$ cat src/sv/nrw_pkg.sv
// nrw_pkg: shared types and constants for the name registry block.
// No dependencies.
package nrw_pkg;

    localparam logic [1:0] KIND_REG_OK    = 2'd0;
    localparam logic [1:0] KIND_REG_NOSPC = 2'd1;
    localparam logic [1:0] KIND_LOOKUP    = 2'd2;

    localparam logic ACT_REGISTER = 1'b0;
    localparam logic ACT_LOOKUP   = 1'b1;

    localparam logic [5:0] NULL_LINK = 6'd63;

    typedef enum logic [8:0] {
        ST_IDLE   = 9'b000000001,
        ST_SEARCH = 9'b000000010,
        ST_DECIDE = 9'b000000100,
        ST_REPLY  = 9'b000001000,
        ST_WRD    = 9'b000010000,
        ST_WOUT   = 9'b000100000,
        ST_FREE   = 9'b001000000,
        ST_POP    = 9'b010000000,
        ST_PUSH   = 9'b100000000
    } state_t;

endpackage

$ cat src/sv/nrw_ram.sv
// nrw_ram: generic single-port-write, single-read RAM with registered read.
// No dependencies.
module nrw_ram #(
    parameter int WIDTH = 8,
    parameter int DEPTH = 32
) (
    input  logic                     clk,
    input  logic                     we,
    input  logic [$clog2(DEPTH)-1:0] waddr,
    input  logic [WIDTH-1:0]         wdata,
    input  logic [$clog2(DEPTH)-1:0] raddr,
    output logic [WIDTH-1:0]         rdata
);

    logic [WIDTH-1:0] mem [DEPTH];

    always_ff @(posedge clk)
    begin
        if (we)
        begin
            mem[waddr] <= wdata;
        end
        rdata <= mem[raddr];
    end

endmodule

$ cat src/sv/name_registry_with_waiters_top.sv
// name_registry_with_waiters_top: keyed name registry with per-name wait stacks.
// Depends on nrw_pkg and nrw_ram.
//
// Usage:
//   Input channel (in_valid/in_stall) carries action, name_key, client_id.
//   Output channel (out_valid/out_stall) carries dest_task, reply_kind,
//   found_task and last; last marks the final reply of one request.
//   One request is handled at a time; in_stall stays high until it is done.
//   Records are searched one per cycle (key RAM read is registered), and a
//   register request then releases its waiters one reply at a time. A
//   register request for a new name on a full table answers no-space; a
//   lookup of a new name on a full table, or of an unowned name with an
//   empty waiter pool, gives no reply. Waiters are answered newest first.
//   Reset empties the table and links the waiter pool; no clearing pass.
//   When the receiver stalls, the reply holds in the output register and
//   the sequencer waits there; a new request waits before its decision
//   until the previous reply has been taken.
module name_registry_with_waiters_top #(
    parameter int TASKS      = 32,
    parameter int NAMES      = 32,
    parameter int NAME_BYTES = 8
) (
    input  logic        clk,
    input  logic        rst_n,
    input  logic        in_valid,
    output logic        in_stall,
    input  logic        action,
    input  logic [63:0] name_key,
    input  logic [4:0]  client_id,
    output logic        out_valid,
    input  logic        out_stall,
    output logic [4:0]  dest_task,
    output logic [1:0]  reply_kind,
    output logic [4:0]  found_task,
    output logic        last
);

    localparam int RW = (NAMES > 1) ? $clog2(NAMES) : 1;
    localparam int TW = $clog2(TASKS);
    localparam int CW = $clog2(NAMES + 1);
    localparam logic [63:0] KEY_MASK = (NAME_BYTES >= 8) ? {64{1'b1}}
        : ((64'd1 << (8 * NAME_BYTES)) - 64'd1);

    nrw_pkg::state_t state_reg, state_next;

    logic          act_reg;
    logic [63:0]   key_reg;
    logic [4:0]    cid_reg;
    logic [CW-1:0] count_reg, count_next;
    logic [CW-1:0] idx_reg, idx_next;
    logic [5:0]    free_reg, free_next;
    logic [5:0]    head_reg, head_next;
    logic [TW:0]   guard_reg, guard_next;
    logic          cmp_pend_reg;
    logic          hit_reg;
    logic [TASKS-1:0] lnk_init_reg;

    logic          ov_reg;
    logic [4:0]    od_reg, of_reg;
    logic [1:0]    ok_reg;
    logic          ol_reg;

    // RAM ports
    logic [RW-1:0] rec_raddr, rec_waddr;
    logic [63:0]   key_rd;
    logic          key_we;
    logic [11:0]   info_rd, info_wd;   // {known, owner[4:0], head[5:0]}
    logic          info_we;
    logic [TW-1:0] node_raddr, node_waddr;
    logic [10:0]   node_rd, node_wd;   // {task[4:0], link[5:0]}
    logic          node_we;
    logic [TW-1:0] node_rd_addr_reg;

    nrw_ram #(.WIDTH(64), .DEPTH(NAMES)) u_key (
        .clk(clk), .we(key_we), .waddr(rec_waddr), .wdata(key_reg),
        .raddr(rec_raddr), .rdata(key_rd));
    nrw_ram #(.WIDTH(12), .DEPTH(NAMES)) u_info (
        .clk(clk), .we(info_we), .waddr(rec_waddr), .wdata(info_wd),
        .raddr(rec_raddr), .rdata(info_rd));
    nrw_ram #(.WIDTH(11), .DEPTH(TASKS)) u_node (
        .clk(clk), .we(node_we), .waddr(node_waddr), .wdata(node_wd),
        .raddr(node_raddr), .rdata(node_rd));

    // Node links not yet written read as their reset value.
    logic [5:0] link_rd;
    always_comb
    begin
        if (!lnk_init_reg[node_rd_addr_reg])
        begin
            link_rd = (32'(node_rd_addr_reg) + 1 < TASKS)
                ? 6'(node_rd_addr_reg + 1'b1) : nrw_pkg::NULL_LINK;
        end
        else
        begin
            link_rd = node_rd[5:0];
        end
    end

    logic out_free;
    assign out_free = !ov_reg || !out_stall;
    assign in_stall = (state_reg != nrw_pkg::ST_IDLE);
    logic in_xfer;
    assign in_xfer = in_valid && !in_stall;
    logic [RW-1:0] rec_sel;
    assign rec_sel = idx_reg[RW-1:0];

    logic       load_out;
    logic [4:0] ld_d, ld_f;
    logic [1:0] ld_k;
    logic       ld_l;

    always_comb
    begin
        state_next = state_reg;
        count_next = count_reg;
        idx_next   = idx_reg;
        free_next  = free_reg;
        head_next  = head_reg;
        guard_next = guard_reg;
        rec_raddr  = rec_sel;
        rec_waddr  = rec_sel;
        key_we     = 1'b0;
        info_we    = 1'b0;
        info_wd    = info_rd;
        node_raddr = head_reg[TW-1:0];
        node_waddr = head_reg[TW-1:0];
        node_we    = 1'b0;
        node_wd    = '0;
        load_out   = 1'b0;
        ld_d = cid_reg; ld_k = nrw_pkg::KIND_REG_OK; ld_f = '0; ld_l = 1'b0;
        unique case (state_reg)
            nrw_pkg::ST_IDLE:
            begin
                if (in_xfer)
                begin
                    idx_next   = '0;
                    state_next = nrw_pkg::ST_SEARCH;
                end
            end
            nrw_pkg::ST_SEARCH:
            begin
                // Compare sees the registered key read of the record at idx_reg - 1.
                if (cmp_pend_reg && key_rd == key_reg)
                begin
                    state_next = nrw_pkg::ST_DECIDE;
                end
                else if (idx_reg >= count_reg)
                begin
                    state_next = nrw_pkg::ST_DECIDE;
                end
                else
                begin
                    idx_next = idx_reg + 1'b1;
                end
                if (cmp_pend_reg && key_rd == key_reg)
                begin
                    idx_next = idx_reg - 1'b1;
                    rec_raddr = RW'(idx_reg - 1'b1);
                end
            end
            nrw_pkg::ST_DECIDE:
            begin
                // Hold here while the previous request's last reply is stalled.
                if (out_free)
                begin
                    if (!hit_reg && count_reg >= CW'(NAMES))
                    begin
                        if (act_reg == nrw_pkg::ACT_REGISTER)
                        begin
                            ld_k = nrw_pkg::KIND_REG_NOSPC;
                            ld_l = 1'b1;
                            state_next = nrw_pkg::ST_REPLY;
                        end
                        else
                        begin
                            state_next = nrw_pkg::ST_IDLE;
                        end
                    end
                    else if (act_reg == nrw_pkg::ACT_REGISTER)
                    begin
                        key_we  = !hit_reg;
                        info_we = 1'b1;
                        info_wd = {1'b1, cid_reg, nrw_pkg::NULL_LINK};
                        if (!hit_reg)
                        begin
                            count_next = count_reg + 1'b1;
                        end
                        head_next  = hit_reg ? info_rd[5:0] : nrw_pkg::NULL_LINK;
                        guard_next = '0;
                        ld_k = nrw_pkg::KIND_REG_OK;
                        ld_l = !hit_reg || !(32'(info_rd[5:0]) < TASKS);
                        state_next = nrw_pkg::ST_REPLY;
                    end
                    else if (hit_reg && info_rd[11])
                    begin
                        ld_k = nrw_pkg::KIND_LOOKUP;
                        ld_f = info_rd[10:6];
                        ld_l = 1'b1;
                        state_next = nrw_pkg::ST_REPLY;
                    end
                    else
                    begin
                        if (!hit_reg)
                        begin
                            key_we     = 1'b1;
                            count_next = count_reg + 1'b1;
                            info_wd    = {1'b0, 5'd0, nrw_pkg::NULL_LINK};
                        end
                        head_next = hit_reg ? info_rd[5:0] : nrw_pkg::NULL_LINK;
                        if (32'(free_reg) < TASKS)
                        begin
                            info_we    = !hit_reg;
                            node_raddr = free_reg[TW-1:0];
                            state_next = nrw_pkg::ST_POP;
                        end
                        else
                        begin
                            info_we    = !hit_reg;
                            free_next  = nrw_pkg::NULL_LINK;
                            state_next = nrw_pkg::ST_IDLE;
                        end
                    end
                    load_out = (state_next == nrw_pkg::ST_REPLY);
                end
            end
            nrw_pkg::ST_POP:
            begin
                // Take node free_reg, push it on the record's stack.
                free_next  = link_rd;
                node_we    = 1'b1;
                node_waddr = free_reg[TW-1:0];
                node_wd    = {cid_reg, head_reg};
                head_next  = free_reg;
                state_next = nrw_pkg::ST_PUSH;
            end
            nrw_pkg::ST_PUSH:
            begin
                info_we    = 1'b1;
                info_wd    = {1'b0, 5'd0, head_reg};
                state_next = nrw_pkg::ST_IDLE;
            end
            nrw_pkg::ST_REPLY:
            begin
                if (out_free)
                begin
                    if (ok_reg == nrw_pkg::KIND_REG_OK && !ol_reg)
                    begin
                        node_raddr = head_reg[TW-1:0];
                        state_next = nrw_pkg::ST_WRD;
                    end
                    else
                    begin
                        state_next = nrw_pkg::ST_IDLE;
                    end
                end
            end
            nrw_pkg::ST_WRD:
            begin
                state_next = nrw_pkg::ST_WOUT;
            end
            nrw_pkg::ST_WOUT:
            begin
                if (out_free)
                begin
                    load_out = 1'b1;
                    ld_d = node_rd[10:6];
                    ld_k = nrw_pkg::KIND_LOOKUP;
                    ld_f = cid_reg;
                    ld_l = !(32'(link_rd) < TASKS) || (32'(guard_reg) + 1 >= TASKS);
                    node_we    = 1'b1;
                    node_waddr = head_reg[TW-1:0];
                    node_wd    = {node_rd[10:6], free_reg};
                    free_next  = head_reg;
                    head_next  = link_rd;
                    guard_next = guard_reg + 1'b1;
                    state_next = ld_l ? nrw_pkg::ST_IDLE : nrw_pkg::ST_FREE;
                end
            end
            nrw_pkg::ST_FREE:
            begin
                node_raddr = head_reg[TW-1:0];
                state_next = nrw_pkg::ST_WRD;
            end
            default:
            begin
                state_next = nrw_pkg::ST_IDLE;
            end
        endcase
    end

    always_ff @(posedge clk or negedge rst_n)
    begin
        if (!rst_n)
        begin
            state_reg    <= nrw_pkg::ST_IDLE;
            count_reg    <= '0;
            free_reg     <= '0;
            cmp_pend_reg <= 1'b0;
            hit_reg      <= 1'b0;
            lnk_init_reg <= '0;
            ov_reg       <= 1'b0;
        end
        else
        begin
            state_reg <= state_next;
            count_reg <= count_next;
            free_reg  <= free_next;
            cmp_pend_reg <= (state_reg == nrw_pkg::ST_SEARCH)
                && (state_next == nrw_pkg::ST_SEARCH);
            if (state_reg == nrw_pkg::ST_IDLE)
            begin
                hit_reg <= 1'b0;
            end
            else if (state_reg == nrw_pkg::ST_SEARCH && cmp_pend_reg
                && key_rd == key_reg)
            begin
                hit_reg <= 1'b1;
            end
            if (node_we)
            begin
                lnk_init_reg[node_waddr] <= 1'b1;
            end
            if (load_out)
            begin
                ov_reg <= 1'b1;
            end
            else if (!out_stall)
            begin
                ov_reg <= 1'b0;
            end
        end
    end

    always_ff @(posedge clk)
    begin
        idx_reg   <= idx_next;
        head_reg  <= head_next;
        guard_reg <= guard_next;
        node_rd_addr_reg <= node_raddr;
        if (in_xfer)
        begin
            act_reg <= action;
            key_reg <= name_key & KEY_MASK;
            cid_reg <= client_id;
        end
        if (load_out)
        begin
            od_reg <= ld_d;
            ok_reg <= ld_k;
            of_reg <= ld_f;
            ol_reg <= ld_l;
        end
    end

    assign out_valid  = ov_reg;
    assign dest_task  = od_reg;
    assign reply_kind = ok_reg;
    assign found_task = of_reg;
    assign last       = ol_reg;

`ifndef SYNTHESIS
    a_count_bound: assert property (@(posedge clk) disable iff (!rst_n)
        count_reg <= CW'(NAMES)) else $error("record count overflow");
    a_idle_no_hold: assert property (@(posedge clk) disable iff (!rst_n)
        in_xfer |=> state_reg == nrw_pkg::ST_SEARCH) else $error("accept lost");
    a_nospc_last: assert property (@(posedge clk) disable iff (!rst_n)
        ov_reg && ok_reg == nrw_pkg::KIND_REG_NOSPC |-> ol_reg)
        else $error("no-space reply not final");
    a_count_step: assert property (@(posedge clk) disable iff (!rst_n)
        count_reg != $past(count_reg) |-> count_reg == $past(count_reg) + 1'b1)
        else $error("count jumped");
`endif

endmodule
$ cat config.mk
export PLATFORM = sky130hd
export DESIGN_NAME = name_registry_with_waiters_top
export DESIGN_NICKNAME = d
export VERILOG_FILES = /design/src/sv/nrw_pkg.sv /design/src/sv/nrw_ram.sv /design/src/sv/name_registry_with_waiters_top.sv
export SDC_FILE = /design/constraint.sdc
export NUM_CORES = 2
export LEC_CHECK = 0
export BUFFER_PORTS_ARGS = -buffer_cell sky130_fd_sc_hd__clkbuf_2
export CAP_MARGIN = 20
export CORE_MARGIN = 2
export CORE_UTILIZATION = 55
export DETAILED_ROUTE_END_ITERATION = 10
export PLACE_DENSITY = 0.8
export REMOVE_ABC_BUFFERS = 1
export SLEW_MARGIN = 10
export SYNTH_ARGS = -nofsm -noshare
export SYNTH_HDL_FRONTEND = slang
export SYNTH_SLANG_ARGS = --single-unit
$ cat constraint.sdc
create_clock -name clk -period 11.5 [get_ports clk]
set_input_delay 2.875 -clock clk [delete_from_list [all_inputs] [get_ports clk]]
set_output_delay 2.875 -clock clk [all_outputs]
set_load 0.03 [all_outputs]
# Word level (Yosys, flattened, before mapping)
# Memories as Yosys holds them, arrays and structs flattened. A register that Yosys moved wholly into a read port is not among the register bits.
# Cells that the tools add are included.
# op_classes
addsub,7
mul,0
n_div,0
magnitude_cmp,10
n_eq_ne,25
n_shift,0
n_mux,112
bitwise_logic,2
reduce_logical,29
# ops
cell,count
6-bit 2-to-1 mux,24
5-bit 2-to-1 mux,17
9-bit 2-to-1 mux,9
9-bit case mux with 8 select lines,1
64-bit == test,1
12-bit 2-to-1 mux,5
6-bit case mux with 3 select lines,2
32-bit bitwise OR,1
1-bit 2-to-1 mux,31
6-bit < comparator (second input constant),4
8-bit 2-to-1 mux,3
12-bit case mux with 2 select lines,1
6-bit case mux with 2 select lines,2
11-bit case mux with 2 select lines,1
6-bit by 1-bit adder with 6-bit output (second input constant),3
9-bit by 2-bit == test with 1-bit output (second input constant),2
9-bit by 4-bit == test with 1-bit output (second input constant),2
2-bit inequality test (second input constant),9
5-bit by 1-bit adder with 6-bit output (second input constant),2
5-bit by 6-bit < comparator with 1-bit output (second input constant),2
11-bit 2-to-1 mux,1
2-bit 2-to-1 mux,5
5-bit case mux with 2 select lines,1
5-bit AND reduction,2
other kinds (32),54
# totals
reg_bits,162
latchBits,0
ramBits,2784
rom_bits,0
in_bits,74
memories,3
# memory_table
memory,depth,word_bits,rd,rd_ports_with_merged_regs,wr,line,rtl
u_key.mem,32,64,1,1,1,nrw_ram.sv:15,logic [WIDTH-1:0] mem [DEPTH];
u_info.mem,32,12,1,1,1,nrw_ram.sv:15,
u_node.mem,32,11,1,1,1,nrw_ram.sv:15,

# Depth between registers and ports, before layout
# depth
ltp_word,12
depth_mapped,16
mapped_depth_nobuf,13

# Modules after synthesis
# From an unflattened synthesis, not the netlist that was laid out.
# unflattened
hier_cells,5465
hier_area_um2,116848.3
# modules_own_cells
module,instances,cells_per_inst,area_each_um2,seq_area_each_um2
nrw_ram (u_key),1,3096,78964.5,62780.2
nrw_ram (u_info),1,868,15468.6,11771.3
nrw_ram (u_node),1,801,14192.4,10790.3
name_registry_with_waiters_top,1,700,8222.9,4535.6

# Worst setup path after synthesis
# OpenSTA, ideal clock, no wires.
# synth_path
kind,input -> register
from,input out_stall
to,memory u_key.mem[0][0] (enable)
setup_ns,0.565
t_arrival_ns,8.168
path_slack_ns,2.768
path_stages,5
n_path_buf,1
cell_sequence,nand2_1 > nand4_1 > or3_1 > clkbuf_1 > nor3_1
# synth_via
elab_chain_len,6
# synth_rtl
element,line,rtl
"start, declared",name_registry_with_waiters_top.sv:31,"input logic out_stall,"
1-bit zero test,-,
1-bit logical OR,name_registry_with_waiters_top.sv:100,assign out_free = !ov_reg || !out_stall;
1-bit 2-to-1 mux,name_registry_with_waiters_top.sv:164,if (out_free)
1-bit 2-to-1 mux,name_registry_with_waiters_top.sv:131,unique case (state_reg)
1-bit 2-to-1 mux,nrw_ram.sv:19,if (we)
1-bit 2-to-1 mux (implied by the code),nrw_ram.sv:21,mem[waddr] <= wdata;
"end, declared",nrw_ram.sv:15,
# No other way between the ends.

# Final worst setup path
# layout_path
from,register key_reg[0]
to,register u_info.rdata[5] (read register of u_info.mem)
# layout_via
elab_chain_len,4
# layout_rtl
element,line,rtl
"start, declared",name_registry_with_waiters_top.sv:47,logic [63:0] key_reg;
"start signal, assigned",name_registry_with_waiters_top.sv:343,key_reg <= name_key & KEY_MASK;
64-bit == test,name_registry_with_waiters_top.sv:155,if (cmp_pend_reg && key_rd == key_reg)
1-bit logical AND,name_registry_with_waiters_top.sv:155,
5-bit 2-to-1 mux,name_registry_with_waiters_top.sv:155,
5-bit 2-to-1 mux,name_registry_with_waiters_top.sv:131,
"end, declared",nrw_ram.sv:12,output logic [WIDTH-1:0] rdata
# No other way between the ends.
# A chain may end at the register's enable or synchronous reset.

==> qor.csv <==
metric;value;unit
Final Cycle Share;63.4;%
post-synthesis cell type count;75;
status;finished clean;
Post-CTS Resized;0;
r2r setup slk;4.21;ns
Ys Warns;0;
final non-filler cell total;11500;
Hold WC Path Type;reg2reg;
die width;467;um
layout cells sized above 1;11.1;%
final setup vio count;0;
kind of critical path;reg2reg;
net count reported at finish;8551;
most frequent cell after synthesis;edfxtp_1;
number of synthesized flops with an enable pin;2885;
area leader, netlist;edfxtp_1;
Largest Register;u_key.mem;
skew final;0.0875;ns
pin count of the biggest net entering global routing;195;
final hold slack;0.467;ns
IO Port Bufs;88;
Post-Syn Area per Cell;14.2;um^2
RR Endpoint;u_info.rdata[5]$_DFF_P_;
cell count after synthesis;8316;
post-route ant nets;0;
CTS hold repair buffers;0;
DR DRC count;0;
CTS Buf Count;311;
die area;218000;um^2
Post-Syn Area;118000;um^2
Clk pin slew, worst setup/hold paths;0.07;ns
initial drt markers;13800;
Vias/cell;6.54;
core box area;214000;um^2
CP startpoint kind;flip-flop;
Synth Flop Type;edfxtp_1;
Reg-to-Reg Start;key_reg[0]$_DFFE_PP_;
Ports;89;
HPWL Detailed;175000;um
Synth area leaders;edfxtp_1 73%, nand2_1 7.0%, nand3_1 3.0%;
TritonCTS clock tree;built;
VDD IR max;0.000293;V
CP endpoint;u_info.rdata[5]$_DFF_P_;
Pwr Density;236;nW/um^2
first-pass GRT wire length;472000;um
setup_tns;0;ns
sequential area share after synthesis;76.1;%
vias in the first global route;72900;
Commonest cells post-synth;2885 x edfxtp_1, 2196 x nand2_1, 701 x nand3_1;
flops & latches, synth;3033;
grt total ovfl;0;
RSZ-0062 raised after global routing;no;
Slew Limit Fails;0;
setup bufs post-CTS;0;
GRT Total Usage;29.1;%
fin util;61.9;%
total number of vias;75400;
worst skew pair latency;0.97;ns
row cnt;170;
Worst Tran Pin Value;1.25;ns
routability cong.;0.910;
Final Hold Viols;0;
Starting Density;55.2;%
Post-synth ARST share;1.85;%
Worst EP arrival;8.10;ns
number of max-cap violations;0;
placed cell areas;122000;um^2
Die H;467;um
drt total wl;325000;um
Slew headroom;16.4;%
R2R cell count;14;
CP required;12.31;ns
Post-Layout Inst Area;133000;um^2
drt first pass iters;8;
Final min period;7.29;ns
fmax;137;MHz
CTS Buffer Depth;4;
initial antenna violation count;14;
drt wl/cell;28.2;um
Largest regs;u_key.mem (2048), u_info.mem (384), u_node.mem (352);
Syn-to-layout area delta;12.2;%
root buf cell;clkbuf_16;
crit path from;key_reg[0]$_DFFE_PP_;
worst-path fanout max;122;
htree depth;5;
share of the synthesized area in the top cell type;73.3;%
placed cells;11000;
P_leak;45.1;nW
max reg flops;2048;
filler instances;14500;
crit end category;flip-flop;
clk sinks;3033;
[logic make-up (layout without fill, tap and decap cells)]
kind of cell | count (synthesis) | count (layout) | share of synthesized area (%)
and+or+nand+nor | 3549 | 3549 | 13.2
buffers and inverters | 520 | 897 | 1.88
adders and majority gates | 15 | 15 | 0.159
other | 0 | 4 | 0
AOI/OAI and AO/OA | 757 | 757 | 4.47
muxes | 380 | 380 | 3.78
xor gates and xnor gates | 62 | 62 | 0.460
DFF | 3033 | 3033 | 76.1
[worst max-delay path, stage by stage, from the launching register on]
cell and delay [ns]:
edfxtp_1 0.37, buf_4 0.27, xnor2_1 0.82, nand4_1 0.17, or4_1 0.62, or4_1 0.68
nor3_4 0.49, mux2_8 0.69, buf_12 0.39, nor2_4 0.50, buf_4 0.46, buf_4 0.69
a32oi_1 0.19, a31oi_1 0.50, nor4_1 0.16
[stage by stage]
stage	power (mW)	setup slack (ns)
3_3_place_gp	20.9	3.82
4_1_cts	31.0	4.64
2_1_floorplan	19.7	-43.03
5_1_grt	32.1	4.16
3_5_place_dp	21.2	3.69
6_report	31.3	4.21
[placed cells by master (no fill, tap or decap), drive strengths merged, types with 64 or more instances in the layout]
cell / instances
mux2i: 288
edfxtp: 2885
buf: 238
a32oi: 64
a21oi: 177
nand2: 2196
dfxtp: 92
a31oi: 175
nor2: 159
nor4: 89
and3: 148
clkbuf: 486
nand3: 701
clkinv: 99
[power breakdown]
group	switching [mW]	leakage [nW]	total, mW	internal, mW
combinational	6.01	12.8	8.30	2.29
clock	4.11	4.80	9.87	5.76
sequential	0.228	27.5	13.1	12.9
total	10.3	45.1	31.3	20.9
[metal layers]
layer	vias to the layer above	GRT usage, %	share of wire (%)
met4	10	15.9	6.0
met2	6303	44.4	46
li1	31300	-	-
met1	36600	38.9	35
met5	-	0	0.026
met3	1156	7.00	14
[final cells by class]
cell class,count,area (um^2),area share (%)
clock buffers,398,8440,6.37
diodes,4,10.0,0.00755
flip-flops and latches,3033,89900,67.8
repair buffers,326,2620,1.98
inverters,27,105,0.0793
clock inverters,146,1420,1.07
well taps,2838,3550,2.68
multi-input cells,4763,26500,20.0
[worst min path at each step]
| stage | to | cells past startpoint | from | slack [ns] |
|---|---|---|---|---|
| floorplan | lnk_init_reg[10]$_DFFE_PN0P_ | 1 | lnk_init_reg[10]$_DFFE_PN0P_ | 0.43 |
| global placement | lnk_init_reg[6]$_DFFE_PN0P_ | 1 | lnk_init_reg[6]$_DFFE_PN0P_ | 0.45 |
| detailed placement | lnk_init_reg[2]$_DFFE_PN0P_ | 1 | lnk_init_reg[2]$_DFFE_PN0P_ | 0.45 |
| CTS | lnk_init_reg[22]$_DFFE_PN0P_ | 1 | lnk_init_reg[22]$_DFFE_PN0P_ | 0.47 |
| global route | lnk_init_reg[22]$_DFFE_PN0P_ | 1 | lnk_init_reg[22]$_DFFE_PN0P_ | 0.48 |
| finish | lnk_init_reg[22]$_DFFE_PN0P_ | 1 | lnk_init_reg[22]$_DFFE_PN0P_ | 0.47 |
(Power assumes the default switching activity.)
